$ cat src/sv/utf8d_pkg.sv
package utf8d_pkg;

  localparam int COUNT_BITS_DEFAULT = 32;

  localparam int CP_BITS  = 31;
  localparam int LEN_BITS = 3;
  localparam int OUT_BITS = 32;

  // Leading-ones masks of a byte; a lead of length n from 2 to 6 matches TOP(n) under TOP(n+1).
  localparam logic [7:0] TOP1 = 8'h80;
  localparam logic [7:0] TOP2 = 8'hC0;
  localparam logic [7:0] TOP3 = 8'hE0;
  localparam logic [7:0] TOP4 = 8'hF0;
  localparam logic [7:0] TOP5 = 8'hF8;
  localparam logic [7:0] TOP6 = 8'hFC;
  localparam logic [7:0] TOP7 = 8'hFE;
  localparam logic [7:0] LOW6 = 8'h3F;

  typedef enum logic [1:0] {
    ST_CHAR    = 2'd0,
    ST_END     = 2'd1,
    ST_INVALID = 2'd2
  } status_t;

  typedef struct packed {
    logic [CP_BITS-1:0]  code_point;
    logic [LEN_BITS-1:0] seq_length;
    status_t             status;
    logic [OUT_BITS-1:0] char_ordinal;
    logic [OUT_BITS-1:0] byte_offset;
  } result_t;

endpackage

$ cat src/sv/utf8d_core.sv
module utf8d_core #(
  parameter int COUNT_BITS = utf8d_pkg::COUNT_BITS_DEFAULT
) (
  input  logic              clk,
  input  logic              rst,
  input  logic              step,
  input  logic [7:0]        text_byte,
  output logic              res_valid,
  output utf8d_pkg::result_t res
);
  import utf8d_pkg::*;

  logic [CP_BITS-1:0]    partial_value, partial_value_next;
  logic [LEN_BITS-1:0]   bytes_remaining, bytes_remaining_next;
  logic [LEN_BITS-1:0]   sequence_length, sequence_length_next;
  logic [COUNT_BITS-1:0] char_count, char_count_next;
  logic [COUNT_BITS-1:0] byte_count, byte_count_next;
  logic                  halted, halted_next;

  logic                lead_ok;
  logic [CP_BITS-1:0]  lead_pv;
  logic [LEN_BITS-1:0] lead_len;
  logic                do_finish, do_stop;
  status_t             stop_status;
  logic [CP_BITS-1:0]  fin_pv;
  logic [LEN_BITS-1:0] fin_len;

  always_comb begin
    lead_ok  = 1'b1;
    lead_pv  = '0;
    lead_len = 3'd1;
    priority if ((text_byte & TOP1) == 8'h00) begin
      lead_pv  = CP_BITS'(text_byte);
      lead_len = 3'd1;
    end else if ((text_byte & TOP2) == TOP1) begin
      lead_ok = 1'b0;
    end else if ((text_byte & TOP3) == TOP2) begin
      lead_pv  = CP_BITS'(text_byte & ~TOP3);
      lead_len = 3'd2;
    end else if ((text_byte & TOP4) == TOP3) begin
      lead_pv  = CP_BITS'(text_byte & ~TOP4);
      lead_len = 3'd3;
    end else if ((text_byte & TOP5) == TOP4) begin
      lead_pv  = CP_BITS'(text_byte & ~TOP5);
      lead_len = 3'd4;
    end else if ((text_byte & TOP6) == TOP5) begin
      lead_pv  = CP_BITS'(text_byte & ~TOP6);
      lead_len = 3'd5;
    end else if ((text_byte & TOP7) == TOP6) begin
      lead_pv  = CP_BITS'(text_byte & ~TOP7);
      lead_len = 3'd6;
    end else begin
      lead_ok = 1'b0;
    end
  end

  always_comb begin
    partial_value_next   = partial_value;
    bytes_remaining_next = bytes_remaining;
    sequence_length_next = sequence_length;
    char_count_next      = char_count;
    byte_count_next      = byte_count;
    halted_next          = halted;
    do_finish            = 1'b0;
    do_stop              = 1'b0;
    stop_status          = ST_INVALID;
    fin_pv               = partial_value;
    fin_len              = sequence_length;
    res_valid            = 1'b0;
    res.code_point       = '0;
    res.seq_length       = '0;
    res.status           = ST_CHAR;
    res.char_ordinal     = OUT_BITS'(char_count);
    res.byte_offset      = OUT_BITS'(byte_count);

    if (step && !halted) begin
      if (bytes_remaining != '0) begin
        if ((text_byte & TOP2) != TOP1) begin
          do_stop = 1'b1;
        end else begin
          fin_pv               = {partial_value[CP_BITS-7:0], text_byte[5:0]};
          partial_value_next   = fin_pv;
          bytes_remaining_next = bytes_remaining - 3'd1;
          do_finish            = (bytes_remaining == 3'd1);
        end
      end else if (text_byte == 8'h00) begin
        do_stop     = 1'b1;
        stop_status = ST_END;
      end else if (!lead_ok) begin
        do_stop = 1'b1;
      end else begin
        fin_pv               = lead_pv;
        fin_len              = lead_len;
        partial_value_next   = lead_pv;
        sequence_length_next = lead_len;
        bytes_remaining_next = lead_len - 3'd1;
        do_finish            = (lead_len == 3'd1);
      end
    end

    // A sequence that decodes to zero is an overlong NUL and ends the text.
    if (do_finish) begin
      if (fin_pv == '0) begin
        do_stop     = 1'b1;
        stop_status = ST_END;
      end else begin
        res_valid       = 1'b1;
        res.code_point  = fin_pv;
        res.seq_length  = fin_len;
        char_count_next = char_count + COUNT_BITS'(1);
        byte_count_next = byte_count + COUNT_BITS'(fin_len);
      end
    end

    if (do_stop) begin
      res_valid            = 1'b1;
      res.status           = stop_status;
      halted_next          = 1'b1;
      bytes_remaining_next = '0;
    end
  end

  always_ff @(posedge clk) begin
    if (rst) begin
      partial_value   <= '0;
      bytes_remaining <= '0;
      sequence_length <= '0;
      char_count      <= '0;
      byte_count      <= '0;
      halted          <= 1'b0;
    end else begin
      partial_value   <= partial_value_next;
      bytes_remaining <= bytes_remaining_next;
      sequence_length <= sequence_length_next;
      char_count      <= char_count_next;
      byte_count      <= byte_count_next;
      halted          <= halted_next;
    end
  end

endmodule

$ cat src/sv/utf8d_out_reg.sv
module utf8d_out_reg (
  input  logic               clk,
  input  logic               rst,
  input  logic               load,
  input  utf8d_pkg::result_t res,
  input  logic               out_ready,
  output logic               out_valid,
  output logic               slot_free,
  output utf8d_pkg::result_t res_q
);
  import utf8d_pkg::*;

  logic out_valid_next;

  assign slot_free = !out_valid || out_ready;

  always_comb begin
    out_valid_next = out_valid;
    if (load) begin
      out_valid_next = 1'b1;
    end else if (out_ready) begin
      out_valid_next = 1'b0;
    end
  end

  always_ff @(posedge clk) begin
    if (rst) begin
      out_valid <= 1'b0;
    end else begin
      out_valid <= out_valid_next;
    end
  end

  always_ff @(posedge clk) begin
    if (load) begin
      res_q <= res;
    end
  end

endmodule

$ cat src/sv/utf8_stream_decoder.sv
// Byte-serial decoder for the original UTF-8 scheme (sequences of up to six bytes, code
// points of up to 31 bits). It takes one byte per cycle and gives one beat per finished
// character, plus one status beat for end of text (a NUL lead or a sequence decoding to
// zero) or for an invalid sequence, after which every byte is taken and dropped until
// reset. A taken byte is held in the input register while the decode logic works on it,
// and the result is loaded into the output register once that register has room. The
// sustained rate is one byte per cycle while out_ready is high; a stalled result beat
// holds back the input only once the input register is also full.
// Overlong forms are accepted and the character and byte counters wrap.
module utf8_stream_decoder #(
  parameter int COUNT_BITS = utf8d_pkg::COUNT_BITS_DEFAULT
) (
  input  logic        clk,
  input  logic        rst,
  input  logic        in_valid,
  output logic        in_ready,
  input  logic [7:0]  text_byte,
  output logic        out_valid,
  input  logic        out_ready,
  output logic [30:0] code_point,
  output logic [2:0]  seq_length,
  output logic [1:0]  status,
  output logic [31:0] char_ordinal,
  output logic [31:0] byte_offset
);
  import utf8d_pkg::*;

  logic       s1_valid, s1_valid_next;
  logic [7:0] s1_byte;
  logic       slot_free;
  logic       step;
  logic       res_valid;
  result_t    res;
  result_t    res_q;

  assign step     = s1_valid && slot_free;
  assign in_ready = !s1_valid || slot_free;

  always_comb begin
    s1_valid_next = s1_valid;
    if (in_valid && in_ready) begin
      s1_valid_next = 1'b1;
    end else if (step) begin
      s1_valid_next = 1'b0;
    end
  end

  always_ff @(posedge clk) begin
    if (rst) begin
      s1_valid <= 1'b0;
    end else begin
      s1_valid <= s1_valid_next;
    end
  end

  always_ff @(posedge clk) begin
    if (in_valid && in_ready) begin
      s1_byte <= text_byte;
    end
  end

  utf8d_core #(
    .COUNT_BITS(COUNT_BITS)
  ) u_core (
    .clk       (clk),
    .rst       (rst),
    .step      (step),
    .text_byte (s1_byte),
    .res_valid (res_valid),
    .res       (res)
  );

  utf8d_out_reg u_out (
    .clk       (clk),
    .rst       (rst),
    .load      (res_valid),
    .res       (res),
    .out_ready (out_ready),
    .out_valid (out_valid),
    .slot_free (slot_free),
    .res_q     (res_q)
  );

  assign code_point   = res_q.code_point;
  assign seq_length   = res_q.seq_length;
  assign status       = res_q.status;
  assign char_ordinal = res_q.char_ordinal;
  assign byte_offset  = res_q.byte_offset;

endmodule

$ cat config.mk
export PLATFORM = sky130hd
export DESIGN_NAME = utf8_stream_decoder
export DESIGN_NICKNAME = d
export VERILOG_FILES = /design/src/sv/utf8d_pkg.sv /design/src/sv/utf8d_core.sv /design/src/sv/utf8d_out_reg.sv /design/src/sv/utf8_stream_decoder.sv
export SDC_FILE = /design/constraint.sdc
export NUM_CORES = 1
export LEC_CHECK = 0
export ABC_AREA = 0
export BUFFER_PORTS_ARGS = -buffer_cell sky130_fd_sc_hd__buf_4
export CELL_PAD_IN_SITES_DETAIL_PLACEMENT = 1
export CELL_PAD_IN_SITES_GLOBAL_PLACEMENT = 1
export CORE_ASPECT_RATIO = 1.4
export CORE_MARGIN = 3
export CORE_UTILIZATION = 35
export CTS_CLUSTER_SIZE = 12
export DETAILED_ROUTE_END_ITERATION = 16
export MAX_ROUTING_LAYER = met4
export PLACE_DENSITY = 0.73
export SLEW_MARGIN = 0
export SYNTH_ARGS = -nofsm -noshare
export SYNTH_HDL_FRONTEND = slang
export SYNTH_HIERARCHICAL = 1
export SYNTH_SLANG_ARGS = --single-unit
$ cat constraint.sdc
create_clock -name clk -period 4.89 [get_ports clk]
set_input_delay 0.7335 -clock clk [delete_from_list [all_inputs] [get_ports clk]]
set_output_delay 0.7335 -clock clk [all_outputs]
set_load 0.01 [all_outputs]
==> results.tsv, run 1 <==
stage	metric	value	unit
power_and_ir_drop	cell-internal power	3.00	mW
synth	Area contributors post-synth	edfxtp_1 37%, dfxtp_1 24%, a21oi_1 5.3%	
setup_path	critical path arrival	4.45	ns
final_layout	Fillers	2730	
floorplan	Die ar.	27200	µm²
place	placement-stage cell area	10000	µm²
clocking	CTS root buf	clkbuf_16	
clocking	Post-CTS Setup Inserts	0	
setup_path	nature of the critical path startpoint	register	
synth	most used flip-flop cell after synthesis	edfxtp_1	
synth	Syn Nets	848	
drt	wire length per cell	18.2	µm
synth	post-synthesis register bit count	212	
clocking	Bufs on Longest Clock Path	3	
synth	EDFF count, synth	108	
synth	commonest cells in the netlist	108 x edfxtp_1, 104 x dfxtp_1, 104 x nor2_1	
sta	count of final max-slew check failures	0	
clocking	total CTS buffers	23	
synth	Warnings, synthesis	6	
clocking	Clock Latency Late Sink	0.51	ns
flow_run	max-cap violation count	0	
place	GP Congestion	0.906	
sta	maximum clock rate	249	MHz
sta	final worst path period share	82.3	%
status	status	completed	
grt	pin count of the biggest net entering global routing	104	
floorplan	starting density of the core	35.6	%
final_layout	register area	5330	µm²
sta	worst slew pin tran	0.881	ns
drt	DRT antenna net count	0	
synth	Syn Inst Count	826	
setup_path	reg2reg setup slack	0.87	ns
clocking	hold buffers post-CTS	0	
power_and_ir_drop	sw frac	23.4	%
floorplan	cell row count	68	
clocking	H-tree depth	1	
final_layout	multi-input logic area	3210	µm²
power_and_ir_drop	Reg power frac	50.1	%
power_and_ir_drop	Clk pwr share	41.4	%
sta	fin crit period	4.02	ns
drt	Initial DRC Count	285	
final_layout	Layout area overhead	21.4	%
worst_hold_path	Hold WC Path Type	in -> reg	
sta	final hold vios	0	
grt	vias in the first global route	7085	
floorplan	Die H	194	µm
clocking	CTS tree	done	
synth	most frequent cell after synthesis	edfxtp_1	
place	DP HPWL	15700	µm
grt	number of antenna violations at the first check in global routing	0	
grt	gr ovfl total	0	
drt	drt first pass iters	4	
place	number of I/O port buffers	113	
worst_hold_path	worst hold endpoint	s1_byte[3]$_DFFE_PP_	
drt	Via density	5.41	
drt	routed wire length	23000	µm
sta	Post-Route Skew	0.0168	ns
power_and_ir_drop	Peak VDD IR	274	µV
synth	post-synth top area cell	edfxtp_1	
power_and_ir_drop	Total Power	3.92	mW
floorplan	Core Area	24800	µm²
setup_path	FF-to-FF Start	u_out/out_valid$_SDFFE_PP0P_	
clocking	clock-pin transition on the worst setup and hold timing paths	0.06	ns
synth	synthesized area	8820	µm²
power_and_ir_drop	Leakage	3.89	nW
synth	post-synth top area share	36.8	%
drt	Vias	6856	
synth	ys async rst share	0	%
setup_path	Crit path required time	5.32	ns
clocking	# resized after CTS	0	
synth	Seq/Total Area, Yosys	60.4	%
drt	Residual DRC	0	
final_layout	Design Area, Final	10700	µm²
sta	final setup fails	0	
clocking	clock sinks	212	
synth	Avg Inst Size Synth	10.7	µm²
synth	synth unique cells	63	
floorplan	Ports	114	
worst_hold_path	Worst Hold Launch	text_byte[3]	
power_and_ir_drop	combinational share of power	8.4	%
sta	worst hold slack	0.404	ns
setup_path	Crit Path Max Fanout	14	
sta	Slew headroom	40.7	%
floorplan	Die Span X	140	µm
power_and_ir_drop	Net Sw Power	920	µW
final_layout	share of cells above drive strength 1	18.8	%
setup_path	critical path class	reg -> reg	
sta	RSZ-0062 raised after global routing	no	
grt	first-pass GRT wire length	37400	µm
grt	Total GRT Usage	17.1	%
power_and_ir_drop	Pwr Density	366	nW/µm²
setup_path	Crit. End Element	register	
sta	setup_tns	0	ns
final_layout	# nets final	958	
final_layout	ant diodes	0	
setup_path	RR Endpoint	u_core/byte_count[18]$_SDFFE_PP0P_	
setup_path	R2R cell count	15	
worst_hold_path	hold depth	1	
cells by family (layout without fill, tap and decap cells):
kind of cell	count (synthesis)	in the layout	share of synthesized area, %
buffers and inverters	70	196	3.52
xor gates and xnor gates	7	7	0.695
adders and majority gates	10	10	1.50
AOI/OAI and AO/OA	194	194	13.7
and+or+nand+nor	329	329	19.8
DFF	212	212	60.4
muxes	4	4	0.454
power by group through the flow:
stage | clock (mW) | sequential, mW | combinational (mW)
finish | 1.63 | 1.97 | 0.330
global route | 1.76 | 1.97 | 0.364
CTS | 1.68 | 1.97 | 0.336
detailed placement | 0 | 2.01 | 0.334
global placement | 0 | 2.00 | 0.328
floorplan | 0 | 2.03 | 0.168
cell type report:
cell class	instances	share of cell area, %
timing repair buffer	132	9.37
multi-input combinational	544	29.9
sequential	212	49.7
tap	315	3.68
clock buffer	35	5.98
inverter	23	0.806
clock inverter	6	0.514
stage by stage:
stage	setup slack (ns)	util, %	cells
detailed placement	0.361	40.5	1226
CTS	0.842	43.3	1267
finish	0.866	43.3	1267
floorplan	0.207	-	826
global placement	0.529	40.5	1226
global route	0.490	43.3	1267
flip-flops by register name (all words and copies together), names as in the netlist:
name / flops
u_out/res_q: 100
u_core/byte_count: 32
u_core/char_count: 32
u_core/partial_value: 31
s1_byte: 8
u_core/bytes_remaining: 3
u_core/sequence_length: 3
s1_valid: 1
u_core/halted: 1
u_out/out_valid: 1
routing by layer:
layer	global-route usage, %	part of all wire, %	vias up
met3	2.27	3.8	41
met2	31.1	54	121
met1	19.4	40	3399
li1	-	-	3295
met5	-	0	-
met4	5.17	2.6	0
worst max-delay path, stage by stage (launching register included):
cell	delay, ns
dfxtp_1	0.34
nand2b_4	0.09
and2_2	0.17
nor2b_1	0.63
nand2_1	0.16
nor3_1	0.29
o21ai_0	0.19
inv_1	0.09
ha_1	0.19
inv_1	0.06
fa_1	0.40
nor2b_1	0.14
o21ai_0	0.14
or2_2	0.43
or4_1	0.49
a21oi_1	0.14
placed cells by master, fill, tap and decap left out, types with 25 or more instances in the layout:
cell | synthesis | final
a21oi_1 | 94 | 94
and3_1 | 25 | 25
buf_4 | 6 | 131
dfxtp_1 | 104 | 104
edfxtp_1 | 108 | 108
nand2_1 | 49 | 48
nand3_1 | 26 | 26
nor2_1 | 104 | 104
o31ai_1 | 37 | 37
or4_1 | 40 | 40
how the worst max path moves through the flow:
stage / startpoint / endpoint / slack [ns] / cells after the start
after floorplan: out_ready / u_out/res_q[0]$_DFFE_PP_ / 0.21 / 7
after global placement: out_ready / u_core/byte_count[18]$_SDFFE_PP0P_ / 0.53 / 16
after detailed placement: out_ready / u_core/byte_count[18]$_SDFFE_PP0P_ / 0.36 / 16
after CTS: u_out/out_valid$_SDFFE_PP0P_ / u_core/byte_count[18]$_SDFFE_PP0P_ / 0.84 / 15
after global routing: s1_byte[4]$_DFFE_PP_ / u_core/byte_count[13]$_SDFFE_PP0P_ / 0.49 / 15
final: u_out/out_valid$_SDFFE_PP0P_ / u_core/byte_count[18]$_SDFFE_PP0P_ / 0.87 / 15
Note: power is estimated with default switching activity, not from simulation.
==> inputs of run 2 (changes only) <==
--- a/config.mk
+++ b/config.mk
@@ -5,7 +5,7 @@
 export SDC_FILE = /design/constraint.sdc
 export NUM_CORES = 1
 export LEC_CHECK = 0
-export ABC_AREA = 0
+export ABC_AREA = 1
 export BUFFER_PORTS_ARGS = -buffer_cell sky130_fd_sc_hd__buf_4
 export CELL_PAD_IN_SITES_DETAIL_PLACEMENT = 1
 export CELL_PAD_IN_SITES_GLOBAL_PLACEMENT = 1
@@ -15,7 +15,7 @@
 export CTS_CLUSTER_SIZE = 12
 export DETAILED_ROUTE_END_ITERATION = 16
 export MAX_ROUTING_LAYER = met4
-export PLACE_DENSITY = 0.73
+export PLACE_DENSITY = 0.75
 export SLEW_MARGIN = 0
 export SYNTH_ARGS = -nofsm -noshare
 export SYNTH_HDL_FRONTEND = slang
==> constraint.sdc (replaced) <==
create_clock -name clk -period 3.48 [get_ports clk]
set_input_delay 0.522 -clock clk [delete_from_list [all_inputs] [get_ports clk]]
set_output_delay 0.522 -clock clk [all_outputs]
set_load 0.01 [all_outputs]
==> run 2 against run 1 <==
- non-clock buffer count is 22 higher
- hold slack lost 0.23 ns
- clock skew up 0.0050 ns
- sequential power up 43%
- sequential cell count did not move
- cell count is 25% higher
- power grew 49%
- sequential share of layout area shrank 4.8 points
- largest cell class unchanged
- core utilization rose by 0.63 points
- design area up 11%
- critical path type unchanged
- global-route usage is 0.80 points higher
==> results.tsv, run 2 <==
stage	metric	value	unit	change
floorplan	starting density of the core	35.6	%	about the same
power_and_ir_drop	sw frac	26.2	%	was 23.4%
synth	most frequent cell after synthesis	nand2_1		was edfxtp_1
synth	Synth Area in Adders	1.38	%	was 1.50%
synth	post-synth top area cell	edfxtp_1		unchanged
clocking	clock sinks	212		unchanged
drt	routed wire length	26300	µm	was 23000 µm
synth	largest family of logic cells by synthesized area	simple AND/OR/NAND/NOR gates		unchanged
drt	wire length per cell	16.6	µm	was 18.2 µm
grt	pin count of the biggest net entering global routing	67		was 104
floorplan	Core Area	27000	µm²	was 24800 µm²
setup_path	critical path class	reg -> reg		unchanged
drt	Residual DRC	0		unchanged
synth	multiplexer area fraction after synthesis	0	%	was 0.454%
sta	final hold vios	0		unchanged
grt	Top Usage Layer GRT	met2		unchanged
final_layout	highest-count cells in the layout ignoring fill and taps	232 x nand2_1, 148 x buf_4, 147 x nor2_1		was 131 x buf_4, 108 x edfxtp_1, 104 x dfxtp_1, 104 x nor2_1, 94 x a21oi_1
sta	maximum clock rate	303	MHz	was 249 MHz
clocking	hold buffers post-CTS	0		unchanged
grt	vias in the first global route	8177		was 7085
place	number of I/O port buffers	113		unchanged
synth	Warnings, synthesis	6		unchanged
synth	post-synthesis register bit count	212		unchanged
status	status	completed		unchanged
floorplan	Die H	202	µm	was 194 µm
place	pre-CTS WS	-0.0107	ns	was 0.361 ns
drt	DRT antenna net count	0		unchanged
synth	synth unique cells	41		was 63
power_and_ir_drop	Pwr Density	492	nW/µm²	was 366 nW/µm²
power_and_ir_drop	Reg power frac	48.2	%	was 50.1%
sta	Post-Route Skew	0.0218	ns	was 0.0168 ns
sta	Slew headroom	49.0	%	was 40.7%
synth	EDFF count, synth	108		unchanged
clocking	H-tree depth	1		unchanged
clocking	clock-pin transition on the worst setup and hold timing paths	0.06	ns	about the same
grt	first-pass GRT wire length	42400	µm	was 37400 µm
synth	Synth Area in Compound Gates	7.80	%	was 13.7%
setup_path	critical path arrival	3.76	ns	was 4.45 ns
setup_path	most used cell, CP	buf_4		
grt	gr ovfl total	0		unchanged
final_layout	ant diodes	0		unchanged
power_and_ir_drop	Leakage	4.58	nW	was 3.89 nW
power_and_ir_drop	cell-internal power	4.30	mW	was 3.00 mW
final_layout	# nets final	1223		was 958
setup_path	Largest stage delay, worst path	0.47	ns	was 0.63 ns
final_layout	Core Util, Final	43.9	%	was 43.3%
floorplan	cell row count	71		was 68
clocking	total CTS buffers	23		unchanged
power_and_ir_drop	Clk pwr share	38.7	%	was 41.4%
drt	Vias	7818		was 6856
final_layout	share of cells above drive strength 1	20.9	%	was 18.8%
power_and_ir_drop	combinational share of power	13.0	%	was 8.4%
final_layout	Fillers	3161		was 2730
sta	worst slew pin tran	0.764	ns	was 0.881 ns
final_layout	Layout area overhead	23.3	%	was 21.4%
drt	drt first pass iters	4		unchanged
floorplan	Die Span X	146	µm	was 140 µm
power_and_ir_drop	Peak VDD IR	306	µV	was 274 µV
synth	post-synth top area share	33.7	%	was 36.8%
synth	Avg Inst Size Synth	9.04	µm²	was 10.7 µm²
setup_path	Crit Path Max Fanout	5		was 14
setup_path	worst path cell trace	buf_4 -> buf_4 -> nand2_1 -> a311oi_1 -> nor3_2 -> o21bai_1 -> inv_1 -> ha_2 -> nand2_1 -> nand2_1 -> a31oi_1 -> nor3_1 -> buf_4 -> nand3_1 -> nor2_2 -> buf_4 -> xor2_1 -> nand3_1 -> a21oi_1		was nand2b_4 -> and2_2 -> nor2b_1 -> nand2_1 -> nor3_1 -> o21ai_0 -> inv_1 -> ha_1 -> inv_1 -> fa_1 -> nor2b_1 -> o21ai_0 -> or2_2 -> or4_1 -> a21oi_1
clocking	Bufs on Longest Clock Path	3		unchanged
drt	Initial DRC Count	305		was 285
drt	Via density	4.94		was 5.41
setup_path	nature of the critical path startpoint	register		unchanged
setup_path	Crit. End Element	register		unchanged
final_layout	max reg flops	100		unchanged
grt	GRT met3 Usage	2.22	%	was 2.27%
final_layout	Largest regs	u_out/res_q (100), u_core/byte_count (32), u_core/char_count (32)		unchanged
sta	count of final max-slew check failures	0		unchanged
grt	Total GRT Usage	17.9	%	was 17.1%
setup_path	CP max-delay cell	a311oi_1		was nor2b_1
synth	ys async rst share	0	%	unchanged
synth	Synth Area in XOR/XNOR	5.47	%	was 0.695%
synth	Syn Inst Count	1064		was 826
clocking	CTS root buf	clkbuf_16		unchanged
sta	worst setup margin	0.184	ns	was 0.866 ns
synth	Seq/Total Area, Yosys	55.4	%	was 60.4%
final_layout	most common cell after layout, fill and taps aside	nand2_1		was buf_4
sta	RSZ-0062 raised after global routing	yes		was no
clocking	CTS tree	done		unchanged
worst_hold_path	Hold WC Path Type	in -> reg		unchanged
power_and_ir_drop	Net Sw Power	1.53	mW	was 920 µW
sta	fin crit period	3.30	ns	was 4.02 ns
synth	synthesized area	9610	µm²	was 8820 µm²
sta	setup_tns	0	ns	unchanged
flow_run	max-cap violation count	0		unchanged
final_layout	Top reg by flops	u_out/res_q		unchanged
grt	M1 GR Usage	20.3	%	was 19.4%
grt	number of antenna violations at the first check in global routing	0		unchanged
grt	GRT met2 Usage	32.8	%	was 31.1%
place	DP HPWL	18700	µm	was 15700 µm
synth	Post-Synth Simple-Gate Area	24.9	%	was 19.8%
setup_path	Crit path required time	3.94	ns	was 5.32 ns
floorplan	Die ar.	29500	µm²	was 27200 µm²
synth	commonest cells in the netlist	233 x nand2_1, 154 x nor2_1, 108 x edfxtp_1		was 108 x edfxtp_1, 104 x dfxtp_1, 104 x nor2_1
synth	Area contributors post-synth	edfxtp_1 34%, dfxtp_1 22%, nand2_1 9.1%		was edfxtp_1 37%, dfxtp_1 24%, a21oi_1 5.3%
floorplan	Ports	114		unchanged
place	GP Congestion	0.917		was 0.906
synth	Syn Nets	1086		was 848
clocking	Clock Latency Late Sink	0.53	ns	was 0.51 ns
sta	final setup fails	0		unchanged
sta	final worst path period share	94.7	%	was 82.3%
synth	most used flip-flop cell after synthesis	edfxtp_1		unchanged
## run 2: final timing paths
| check | startpoint | end | slack, ns | depth (start not counted) |
|---|---|---|---|---|
| worst max-delay path | s1_byte[4]$_DFFE_PP_ | u_core/byte_count[15]$_SDFFE_PP0P_ | 0.18 | 19 |
| worst min-delay path | text_byte[0] | s1_byte[0]$_DFFE_PP_ | 0.17 | 1 |
| worst max register to register | s1_byte[4]$_DFFE_PP_ | u_core/byte_count[15]$_SDFFE_PP0P_ | 0.18 | 19 |
| worst min register to register | u_core/char_count[30]$_SDFFE_PP0P_ | u_out/res_q[62]$_DFFE_PP_ | 0.48 | 0 |
## run 2: kinds of logic (layout without fill, tap and decap cells)
logic type,count (synthesis),after routing
buffers and inverters,110,264
adder cells (fa/ha/maj),10,10
AO/OA/AOI/OAI,119,119
XOR/XNOR,60,60
flip-flops,212,212
AND/OR/NAND/NOR,553,553
## run 2: power by group through the flow
stage	logic (mW)	clock network, mW	registers (mW)
after floorplan	0.393	0	2.91
after global placement	0.730	0	2.86
after detailed placement	0.745	0	2.87
after CTS	0.752	2.32	2.81
after global routing	0.834	2.42	2.82
final	0.760	2.26	2.81
## run 2: cell type report
cell class / instances / area [µm²] / share of cell area, %
clock inverters: 7 / 42.5 / 0.359
flip-flops and latches: 212 / 5330 / 44.9
clock buffers: 35 / 641 / 5.40
well taps: 365 / 457 / 3.85
inverters: 68 / 258 / 2.17
repair buffers: 154 / 1230 / 10.4
multi-input cells: 742 / 3900 / 32.9
## run 2: critical path: cells and delay by family (launching register included)
family | cells | cell delay, ns
buffers and inverters | 5 | 0.61
flip-flops | 1 | 0.41
AO/OA/AOI/OAI | 4 | 1.02
AND/OR/NAND/NOR | 8 | 0.79
adder cells (fa/ha/maj) | 1 | 0.29
XOR/XNOR | 1 | 0.12
## run 2: metrics by stage
| stage | cell area, µm² | hold WS [ns] | instances | total power [mW] |
|---|---|---|---|---|
| floorplan | 9620 | 0.430 | 1064 | 3.30 |
| global placement | 11000 | 0.460 | 1532 | 3.59 |
| detailed placement | 11000 | 0.464 | 1532 | 3.61 |
| CTS | 11700 | 0.145 | 1577 | 5.89 |
| global route | 11900 | 0.151 | 1583 | 6.08 |
| finish | 11900 | 0.171 | 1583 | 5.83 |
## run 2: metal layers
metal | wire, µm | vias to the layer above
met1 | 10900 | 3826
met4 | 689 | 0
met5 | 0 | -
li1 | - | 3825
met2 | 13800 | 125
met3 | 842 | 42
## run 2: timing repair
item | in CTS | in global routing
pin swaps | 0 | 10
endpoints found under the setup margin | 1 | 64
gates resized for setup | 0 | 27
setup buffers | 3 | 6
==> inputs of run 3 (changes only) <==
--- a/config.mk
+++ b/config.mk
@@ -12,6 +12,7 @@
 export CORE_ASPECT_RATIO = 1.4
 export CORE_MARGIN = 3
 export CORE_UTILIZATION = 35
+export CTS_BUF_LIST = sky130_fd_sc_hd__clkbuf_2 sky130_fd_sc_hd__clkbuf_4 sky130_fd_sc_hd__clkbuf_8
 export CTS_CLUSTER_SIZE = 12
 export DETAILED_ROUTE_END_ITERATION = 16
 export MAX_ROUTING_LAYER = met4
==> run 3 against run 2 <==
- sequential share of layout area shrank 0.50 points
- maximum frequency shrank 2.5%
- power grew 0.35%
- clock skew shrank 0.0053 ns
- register-to-register slack lost 0.08 ns
- hold slack lost 0.014 ns
- cell count grew 1.6%
- largest power group unchanged
==> results.tsv, run 3 (synthesis gave the netlist of run 2 again) <==
stage	metric	value	unit	change
final_layout	Largest regs	u_out/res_q (100), u_core/byte_count (32), u_core/char_count (32)		unchanged
clocking	CTS root buf	clkbuf_8		was clkbuf_16
clocking	clock sinks	212		unchanged
grt	number of antenna violations at the first check in global routing	0		unchanged
flow_run	max-cap violation count	0		unchanged
floorplan	Die H	202	µm	unchanged
setup_path	critical path class	reg -> reg		unchanged
worst_hold_path	Hold WC Path Type	in -> reg		unchanged
sta	final setup fails	0		unchanged
sta	Slew headroom	49.5	%	was 49.0%
sta	count of final max-slew check failures	0		unchanged
final_layout	# nets final	1240		was 1223
final_layout	Layout area overhead	24.7	%	was 23.3%
drt	DRT antenna net count	0		unchanged
drt	drt first pass iters	6		was 4
grt	pin count of the biggest net entering global routing	67		unchanged
clocking	total CTS buffers	34		was 23
place	pre-CTS WS	-0.0107	ns	unchanged
sta	worst slew pin tran	0.758	ns	was 0.764 ns
final_layout	max reg flops	100		unchanged
sta	fin crit period	3.38	ns	was 3.30 ns
status	status	completed		unchanged
sta	worst setup margin	0.100	ns	was 0.184 ns
drt	Residual DRC	0		unchanged
sta	RSZ-0062 raised after global routing	yes		unchanged
floorplan	starting density of the core	35.6	%	unchanged
sta	worst hold slack	0.157	ns	was 0.171 ns
setup_path	Crit Path Max Fanout	5		unchanged
floorplan	Core Area	27000	µm²	unchanged
power_and_ir_drop	Total Power	5.85	mW	was 5.83 mW
sta	final worst path period share	97.1	%	was 94.7%
clocking	H-tree depth	2		was 1
clocking	CTS tree	done		unchanged
final_layout	highest-count cells in the layout ignoring fill and taps	232 x nand2_1, 154 x buf_4, 146 x nor2_1		was 232 x nand2_1, 148 x buf_4, 147 x nor2_1
setup_path	Crit path required time	3.95	ns	was 3.94 ns
drt	Via density	4.95		was 4.94
power_and_ir_drop	Leakage	4.69	nW	was 4.58 nW
grt	Total GRT Usage	18.4	%	was 17.9%
power_and_ir_drop	Peak VDD IR	262	µV	was 306 µV
floorplan	Ports	114		unchanged
sta	Post-Route Skew	0.0164	ns	was 0.0218 ns
floorplan	cell row count	71		unchanged
grt	vias in the first global route	8331		was 8177
place	GP Congestion	0.917		unchanged
sta	maximum clock rate	296	MHz	was 303 MHz
final_layout	Core Util, Final	44.4	%	was 43.9%
final_layout	most common cell after layout, fill and taps aside	nand2_1		unchanged
sta	final hold vios	0		unchanged
drt	wire length per cell	16.9	µm	was 16.6 µm
clocking	Clock Latency Late Sink	0.54	ns	was 0.53 ns
drt	routed wire length	27200	µm	was 26300 µm
drt	Initial DRC Count	363		was 305
setup_path	Crit. End Element	register		unchanged
final_layout	share of cells above drive strength 1	23.8	%	was 20.9%
setup_path	critical path arrival	3.85	ns	was 3.76 ns
floorplan	Die Span X	146	µm	unchanged
final_layout	Top reg by flops	u_out/res_q		unchanged
drt	Vias	7964		was 7818
final_layout	ant diodes	0		unchanged
clocking	Bufs on Longest Clock Path	3		unchanged
setup_path	nature of the critical path startpoint	register		unchanged
grt	gr ovfl total	0		unchanged
place	number of I/O port buffers	113		unchanged
place	DP HPWL	18700	µm	unchanged
power_and_ir_drop	Pwr Density	488	nW/µm²	was 492 nW/µm²
grt	first-pass GRT wire length	43300	µm	was 42400 µm
clocking	clock-pin transition on the worst setup and hold timing paths	0.07	ns	was 0.06 ns
floorplan	Die ar.	29500	µm²	unchanged
run 3: worst max-delay path, stage by stage (launching register included):
cell      delay, ns
edfxtp_1       0.46
buf_4          0.18
nor2_1         0.13
nand4_2        0.18
nand3_4        0.15
nor2_4         0.05
buf_4          0.15
o21bai_2       0.15
inv_1          0.10
ha_4           0.31
inv_1          0.07
o21ai_2        0.13
nand2_1        0.09
nor2_2         0.13
inv_1          0.08
nor2_2         0.15
inv_1          0.09
nor2_2         0.13
nand4_1        0.10
xnor2_1        0.21
nand3_1        0.14
a21oi_1        0.14
run 3: worst paths after layout:
path | from | depth (start not counted) | endpoint | slack, ns
setup reg to reg | s1_byte[4]$_DFFE_PP_ | 21 | u_core/byte_count[26]$_SDFFE_PP0P_ | 0.10
hold reg to reg | u_core/char_count[30]$_SDFFE_PP0P_ | 0 | u_out/res_q[62]$_DFFE_PP_ | 0.48
hold / removal | text_byte[0] | 1 | s1_byte[0]$_DFFE_PP_ | 0.16
setup / recovery | s1_byte[4]$_DFFE_PP_ | 21 | u_core/byte_count[26]$_SDFFE_PP0P_ | 0.10
run 3: area by class of cell:
| class | count | area, µm² |
|---|---|---|
| fill | 3147 | 15000 |
| sequential | 212 | 5330 |
| multi-input combinational | 742 | 3960 |
| timing repair buffer | 160 | 1280 |
| clock buffer | 54 | 656 |
| tap | 365 | 457 |
| inverter | 68 | 260 |
| clock inverter | 7 | 57.6 |
run 3: stage by stage:
| step | instances | TNS [ns] | cell area [µm²] |
|---|---|---|---|
| 2_1_floorplan | 1064 | 0 | 9620 |
| 3_3_place_gp | 1532 | 0 | 11000 |
| 3_5_place_dp | 1532 | -0.0107 | 11000 |
| 4_1_cts | 1598 | 0 | 11800 |
| 5_1_grt | 1608 | -0.309 | 12000 |
| 6_report | 1608 | 0 | 12000 |
run 3: timing repair:
item / in CTS / in global routing
hold endpoints to repair: 0 / 0
hold buffers: 0 / 0
gates resized for setup: 4 / 34
setup buffers: 5 / 10
pin swaps: 1 / 16
endpoints found under the setup margin: 1 / 62
run 3: metal layers:
metal | vias to the layer above | track usage (%) | wire [µm]
met1 | 3875 | 20.2 | 10800
li1 | 3874 | - | -
met2 | 153 | 33.7 | 14600
met3 | 62 | 3.21 | 1050
met4 | 0 | 6.19 | 759
met5 | - | - | 0
run 3: power breakdown:
group | switching, mW | internal (mW)
Clock | 0.990 | 1.27
Combinational | 0.503 | 0.275
Sequential | 0.0514 | 2.76
Total | 1.54 | 4.31
